==> src/sflg_pkg.sv <==
// shared constants, types and helper functions of the stereo flanger
package sflg_pkg;

    // delay line and sine table geometry (both sizes are powers of two)
    localparam int LINE_WORDS   = 1024;
    localparam int LINE_BITS    = $clog2(LINE_WORDS);
    localparam int SINE_ENTRIES = 1024;
    localparam int SINE_BITS    = $clog2(SINE_ENTRIES);

    // sample and delay arithmetic widths
    localparam int SMP_W     = 24;
    localparam int FRAC_BITS = 8;
    localparam int POS_W     = LINE_BITS + FRAC_BITS;
    localparam int DMOD_W    = 18;
    localparam int DSUM_W    = 19;
    localparam int SAT_W     = 48;

    // configuration port
    localparam int CFG_IDX_W  = 3;
    localparam int CFG_DATA_W = 20;

    // limits of the configuration values
    localparam logic [19:0] STEP_MIN = 20'd894;
    localparam logic [19:0] STEP_MAX = 20'd894785;
    localparam logic signed [15:0] FB_MAX = 16'sd31130;
    localparam logic signed [15:0] FB_MIN = -16'sd31130;
    localparam logic [16:0] MIX_FULL = 17'd65536;

    // longest delay: one sample short of the line, in 1/256 samples
    localparam logic [POS_W-1:0] DELAY_MAX = POS_W'(LINE_WORDS * 256 - 256);

    // configuration register indexes
    typedef enum logic [CFG_IDX_W-1:0] {
        REG_PHASE_STEP  = 3'd0,
        REG_MIN_DELAY   = 3'd1,
        REG_SWEEP_DEPTH = 3'd2,
        REG_FEEDBACK    = 3'd3,
        REG_WET_MIX     = 3'd4
    } t_reg_idx;

    // per-word sequencer states
    typedef enum logic [2:0] {
        ST_IDLE,
        ST_DEPTH,
        ST_ADDR,
        ST_READ,
        ST_INTERP,
        ST_MULT,
        ST_FIN
    } t_state;

    // gains handed to each channel datapath
    typedef struct packed {
        logic signed [15:0] fb;
        logic [16:0]        wet;
        logic [16:0]        dry;
    } t_coef;

    typedef logic signed [15:0] t_sine_rom [SINE_ENTRIES];

    localparam longint Q30_ONE = 64'sd1 << 30;

    // one sine entry from a ninth-order polynomial on the quarter wave
    function automatic logic signed [15:0] sine_value(input int idx);
        longint turn;
        longint x;
        longint x2;
        longint p;
        longint y;
        longint s;
        int quad;
        turn = (longint'(idx) << 32) / SINE_ENTRIES;
        quad = int'((turn >>> 30) & 64'sd3);
        x = turn & 64'sh3FFFFFFF;
        if ((quad & 1) != 0) begin
            x = Q30_ONE - x;
        end
        x2 = x * x / Q30_ONE;
        p = 64'sd172272;
        p = -64'sd5026996 + p * x2 / Q30_ONE;
        p = 64'sd85569312 + p * x2 / Q30_ONE;
        p = -64'sd693598671 + p * x2 / Q30_ONE;
        p = 64'sd1686629713 + p * x2 / Q30_ONE;
        y = x * p / Q30_ONE;
        s = (y + 64'sd16384) / 64'sd32768;
        if (s > 64'sd32767) begin
            s = 64'sd32767;
        end
        if (s < 64'sd0) begin
            s = 64'sd0;
        end
        if ((quad & 2) != 0) begin
            s = -s;
        end
        return 16'(s);
    endfunction

    // whole sine table, built at elaboration
    function automatic t_sine_rom sine_rom();
        t_sine_rom rom;
        for (int i = 0; i < SINE_ENTRIES; i++) begin
            rom[i] = sine_value(i);
        end
        return rom;
    endfunction

    // clamp a wide signed value to the sample range
    function automatic logic signed [SMP_W-1:0] sat_sample(input logic signed [SAT_W-1:0] v);
        if (v > 48'sh7FFFFF) begin
            return 24'sh7FFFFF;
        end else if (v < -48'sh800000) begin
            return -24'sh800000;
        end else begin
            return $signed(v[SMP_W-1:0]);
        end
    endfunction

endpackage

==> src/sflg_chan.sv <==
// per-channel datapath: interpolation, feedback and dry/wet mix
module sflg_chan (
    input  logic                              i_clk,
    input  logic signed [sflg_pkg::SMP_W-1:0] i_rd_a,
    input  logic signed [sflg_pkg::SMP_W-1:0] i_rd_b,
    input  logic                              i_ok_a,
    input  logic                              i_ok_b,
    input  logic [sflg_pkg::FRAC_BITS-1:0]    i_frac,
    input  logic signed [sflg_pkg::SMP_W-1:0] i_x,
    input  sflg_pkg::t_coef                   i_coef,
    output logic signed [sflg_pkg::SMP_W-1:0] o_wdata,
    output logic signed [sflg_pkg::SMP_W-1:0] o_out
);

    logic signed [23:0] a;
    logic signed [23:0] b;
    logic signed [24:0] diff;
    logic signed [33:0] iprod;
    logic signed [33:0] iprod_b;
    logic signed [33:0] dl_full;
    logic signed [23:0] r_dl;
    logic signed [39:0] r_pfb;
    logic signed [41:0] r_pwet;
    logic signed [41:0] r_pdry;
    logic signed [39:0] fb_b;
    logic signed [39:0] fbq;
    logic signed [42:0] mix;
    logic signed [42:0] mix_b;
    logic signed [42:0] mq;

    // unwritten slots read as silence
    always_comb begin
        a = i_ok_a ? i_rd_a : '0;
        b = i_ok_b ? i_rd_b : '0;
        diff = 25'(b) - 25'(a);
        iprod = 34'(diff) * 34'($signed({1'b0, i_frac}));
        iprod_b = iprod + (iprod[33] ? 34'sd255 : 34'sd0);
        dl_full = 34'(a) + (iprod_b >>> 8);
    end

    // interpolated sample
    always_ff @(posedge i_clk) begin
        r_dl <= dl_full[23:0];
    end

    // feedback, wet and dry products
    always_ff @(posedge i_clk) begin
        r_pfb  <= 40'(r_dl) * 40'($signed(i_coef.fb));
        r_pwet <= 42'(r_dl) * 42'($signed({1'b0, i_coef.wet}));
        r_pdry <= 42'(i_x) * 42'($signed({1'b0, i_coef.dry}));
    end

    // scale toward zero and saturate
    always_comb begin
        fb_b  = r_pfb + (r_pfb[39] ? 40'sd32767 : 40'sd0);
        fbq   = fb_b >>> 15;
        mix   = 43'(r_pwet) + 43'(r_pdry);
        mix_b = mix + (mix[42] ? 43'sd65535 : 43'sd0);
        mq    = mix_b >>> 16;
    end

    assign o_wdata = sflg_pkg::sat_sample(48'(i_x) + 48'(fbq));
    assign o_out   = sflg_pkg::sat_sample(48'(mq));

endmodule

==> config.mk <==
export PLATFORM = sky130hd
export DESIGN_NAME = sflg_chan
export DESIGN_NICKNAME = d
export VERILOG_FILES = /design/src/sflg_pkg.sv /design/src/sflg_chan.sv
export SDC_FILE = /design/constraint.sdc
export NUM_CORES = 2
export LEC_CHECK = 0
export BUFFER_PORTS_ARGS = -buffer_cell sky130_fd_sc_hd__clkbuf_2
export CORE_ASPECT_RATIO = 2
export CORE_MARGIN = 2
export CORE_UTILIZATION = 25
export DETAILED_ROUTE_END_ITERATION = 7
export GPL_ROUTABILITY_DRIVEN = 0
export GPL_TIMING_DRIVEN = 0
export HOLD_SLACK_MARGIN = 0.12
export SYNTH_ARGS = -nofsm -noshare
export SYNTH_HDL_FRONTEND = slang
export SYNTH_SLANG_ARGS = --single-unit
==> constraint.sdc <==
create_clock -name i_clk -period 15.4 [get_ports i_clk]
set_clock_uncertainty 0.05 [all_clocks]
set_input_delay 1.54 -clock i_clk [delete_from_list [all_inputs] [get_ports i_clk]]
set_output_delay 1.54 -clock i_clk [all_outputs]
set_load 0.01 [all_outputs]
Yosys cells after proc, flatten, opt, wreduce, memory -nomap -nowiden:

Index checks and enable logic that the tools add are counted.
W data, S select, Z words.

* flip-flop bits (word level): 148
* latch bits: 0
* bits in writable memories: 0
* bits in read-only memories: 0
* input bits: 133
* output and inout port bits: 48
* memories kept: 0

* add/subtract/negate cells: 7
* multipliers: 4
* div/mod/pow operators: 0
* magnitude comparators: 4
* equal/unequal tests: 0
* shift-type cells: 0
* mux-type cells: 9
* bitwise gates (word level): 0
* reduce and logical (&&, ||, !) cells: 0

Operator list (number)
* $mux W24: 6
* $mul A24 B18 Y42: 2
* $add A42 B42 Y43: 1
* $add A43 B17 Y43: 1
* $add A40 B16 Y40: 1
* $mul A24 B16 Y40: 1
* $mul A25 B9 Y34: 1
* $add A32 B9 Y32: 1
* $gt A27 B24 Y1 const B: 1
* $lt A27 B24 Y1 const B: 1
* $add A24 B25 Y26: 1
* $gt A26 B24 Y1 const B: 1
* $lt A26 B24 Y1 const B: 1
* $sub A24 B24 Y25: 1
* $add A24 B24 Y24: 1
* $mux W16: 1
* $mux W15: 1
* $mux W8: 1

Longest topological paths before layout:

* depth in word-level cells: 6
* depth in mapped cells: 50

Least setup slack after synthesis:

No wires, ideal clock.

* path kind: in2reg
* start: input port i_ok_a
* end: register r_dl[23]
* library setup time: 130 ps
* arrival time: 11819 ps
* path slack: 3401 ps
* stages: 45
* path buffers: 1
* cell sequence: clkbuf_1 nand2_1 fa_1 a21o_1 a21oi_1 o21bai_1 a21o_1 a21oi_1 nor3_1 or2_2 a41o_1 o311a_1 nor2_1 xnor2_1 nand2_1 fa_1 inv_1 fa_1 (+9 left out) a41o_1 a311oi_2 o21ai_0 xnor2_1 nor2b_1 nand3_1 nor3_1 xor2_1 ha_1 and4_1 a211oi_1 a31oi_1 and2_1 o21a_1 o21ai_0 a21oi_1 a211oi_1 xnor3_1

* word-level cells in the longest chain between the ends: 6

RTL lines
* from (decl): RTL line sflg_chan.sv:6 `input logic i_ok_a,`
* $mux W24 *: RTL line sflg_chan.sv:33 `a = i_ok_a ? i_rd_a : '0;`
* $sub A24 B24 Y25: RTL line sflg_chan.sv:35 `diff = 25'(b) - 25'(a);`
* $mul A25 B9 Y34: RTL line sflg_chan.sv:36 `iprod = 34'(diff) * 34'($signed({1'b0, i_frac}));`
* $mux W8: RTL line sflg_chan.sv:37 `iprod_b = iprod + (iprod[33] ? 34'sd255 : 34'sd0);`
* $add A32 B9 Y32: RTL line sflg_chan.sv:37
* $add A24 B24 Y24 *: RTL line sflg_chan.sv:38 `dl_full = 34'(a) + (iprod_b >>> 8);`
* via dl_full[23]: RTL line sflg_chan.sv:20 `logic signed [33:0] dl_full;`
* to (signal assigned): RTL line sflg_chan.sv:43 `r_dl <= dl_full[23:0];`
* to (decl): RTL line sflg_chan.sv:21 `logic signed [23:0] r_dl;`

The timed path passes the listed nets; every way through them passes the cells marked *.

Final worst setup path:

Ends and elaborated chain as after synthesis.

==> out/qor.yml <==
status: "complete, no violations"
ant_nets: 0
netlist_area_mm2: 0.06081
setup_tns_ps: 0
cp-end-kind: "flop"
crit_path_start_kind: "input pin"
grt_pass1_vias: 55010
cts_tree: "built"
cp_slowest_cell: "xnor2_1"
max_stage_delay_ps: 760
htreeDepth: 4
ys_seq_area_share_pct: 4.873
fin_ws_ps: 1022
initial_core_util_pct: 25.08
portBuffers: 177
slew_violations: 0
io_pins: 181
crit_fanout: 10
grt.busiest_layer: "met2"
clk_path_buf_depth: 3
pre_cts_ws_ps: 352.9
ys_seq_elements: 148
wl_per_cell_um: 20.93
cts-root-buf: "clkbuf_16"
die_area_mm2: 0.2474
cpMostUsedCell: "fa_1"
post-route-period-util_pct: 93.36
nets: 9122
holdPathEnd: "r_pfb[0]"
die_x_um: 352.7
syn_avg_cell_area_um2: 8.769
maxCapViolCount: 0
cts_hold_buf: 0
grt_pass1_wl_mm: 324.9
first_pass_iters: 6
drt_iter0_drc: 2285
grt_overflow: 0
slew_headroom_pct: 4.342
viasPerCell: 4.677
synth.distinct_cells: 91
track_usage_pct: 17.71
fin_crit_ps: 14380
dp_hpwl_mm: 188.9
cts.sinks: 148
area_growth_pct: 9.286
max_freq_mhz: 69.55
whs_path_depth: 1
tightestPinTransition_ps: 1435
r2r_setup_slack_ps: 6790
die_h_um: 701.5
yosysWarnings: 0
clock_latency_ps: 570
arrival_ps: 14760
final_common_cell: "inv_1"
grt_start_max_net_pins: 20
final_area_mm2: 0.06645
rr_worst_depth: 22
antenna_found_initial: 45
path_clk_slew_ps: 60
wirelength_mm: 217.3
drive_gt1_share_pct: 4.214
finalSetupViolCount: 0
core_mm2: 0.2425
rr_startpoint: "r_dl[4]"
post-cts-setup-buffers: 0
critical_path_class: "in -> reg"
drc: 0
globalRouteMet1Util_pct: 15.03
grt.met3_usage_pct: 2.929
r2r-end: "r_pwet[40]"
worstHoldStart: "r_dl[0]"
synth_edf_count: 0
rows: 256
rsz0062_at_grt: "no"
cts_buffers: 25
crit_required_ps: 15780
grtUsageMet2_pct: 33.97
async_flop_share_pct: 0
synth_ff_type: "dfxtp_1"
synthCells: 6934
hold_viol: 0
num_vias: 48560
place_area_mm2: 0.06574
syn_nets: 8918
hp-class: "reg -> reg"
most-common-layout-cells: "inv_1, fa_1, nand2_1"
post_cts_resized: 0
critical path, delay by kind of cell:
kind,cells,cell delay [ps]
compound gates,18,4760
fa+ha+maj,7,3170
simple gates,10,2510
xor+xnor,4,1870
buf+inv,6,900
worst max path at each step:
stage                    end  slack (ps)  startpoint
finish              r_dl[23]        1020      i_ok_a
global route        r_dl[23]         110      i_ok_a
floorplan           r_dl[23]        3400      i_ok_a
global placement    r_dl[23]         540      i_ok_a
detailed placement  r_dl[23]         350      i_ok_a
CTS                 r_dl[23]         920      i_ok_a
cell usage after synthesis, types with 7 or more instances:
| cell type | count | area (µm²) |
|---|---|---|
| inv_1 | 1552 | 5826 |
| fa_1 | 1336 | 26750 |
| nand2_1 | 940 | 3528 |
| and2_1 | 615 | 3847 |
| ha_1 | 515 | 6444 |
| clkbuf_1 | 241 | 904.6 |
| xnor2_1 | 223 | 1953 |
| a21oi_1 | 194 | 970.9 |
| nor2_1 | 165 | 619.3 |
| dfxtp_1 | 148 | 2963 |
| a21o_1 | 131 | 983.4 |
| nand3_1 | 96 | 480.5 |
| o21ai_0 | 96 | 480.5 |
| nor3_1 | 84 | 420.4 |
| xor2_1 | 71 | 621.9 |
| nand2b_1 | 55 | 344.1 |
| o21a_1 | 47 | 352.8 |
| and3_1 | 31 | 193.9 |
| nor2b_1 | 25 | 156.4 |
| or3_1 | 25 | 156.4 |
| nand4_1 | 24 | 150.1 |
| o21bai_1 | 24 | 180.2 |
| o211ai_1 | 23 | 172.7 |
| a21oi_2 | 22 | 192.7 |
| or2_2 | 19 | 118.9 |
| a31oi_1 | 17 | 106.4 |
| a211oi_1 | 16 | 120.1 |
| a31o_2 | 15 | 131.4 |
| nor4_1 | 15 | 93.84 |
| o31ai_1 | 12 | 90.09 |
| a2111oi_0 | 7 | 61.31 |
cell families after synthesis:
kind of cell,share of synthesized area (%)
xor gates and xnor gates,4.272
and+or+nand+nor,17.22
DFF,4.873
AOI/OAI and AO/OA,7.764
muxes,0.06585
adders and majority gates,54.58
buffers and inverters,11.22
per-layer routing:
metal / share of wire [%] / wire length, µm
met5: 0.076 / 166
met4: 12 / 25650
met3: 5.2 / 11340
met2: 54 / 117100
met1: 29 / 63050
stage by stage:
step | utilization [%] | hold slack, ps | instances
4_1_cts | 27.39 | 718.6 | 10370
6_report | 27.41 | 742.3 | 10380
3_3_place_gp | 27.11 | 725.6 | 10340
3_5_place_dp | 27.11 | 706.5 | 10340
5_1_grt | 27.40 | 712.1 | 10370
2_1_floorplan | - | 449.9 | 6934
area by class of cell:
type / count / area (µm²)
plain buffers: 253 / 996.0
fillers: 26080 / 176000
diodes: 16 / 40.04
flip-flops and latches: 148 / 2963
clock buffers: 27 / 643.1
repair buffers: 177 / 885.9
clock inverters: 5 / 28.78
well taps: 3225 / 4035
multi-input cells: 4980 / 51030
inverters: 1553 / 5829
sequential cells by signal, indices dropped and copies added (netlist names):
signal	count
r_pdry	42
r_pfb	40
r_pwet	42
r_dl	24
Power is not shown: default switching activity piles up to over one toggle a cycle in this logic, so the estimate is an artifact.
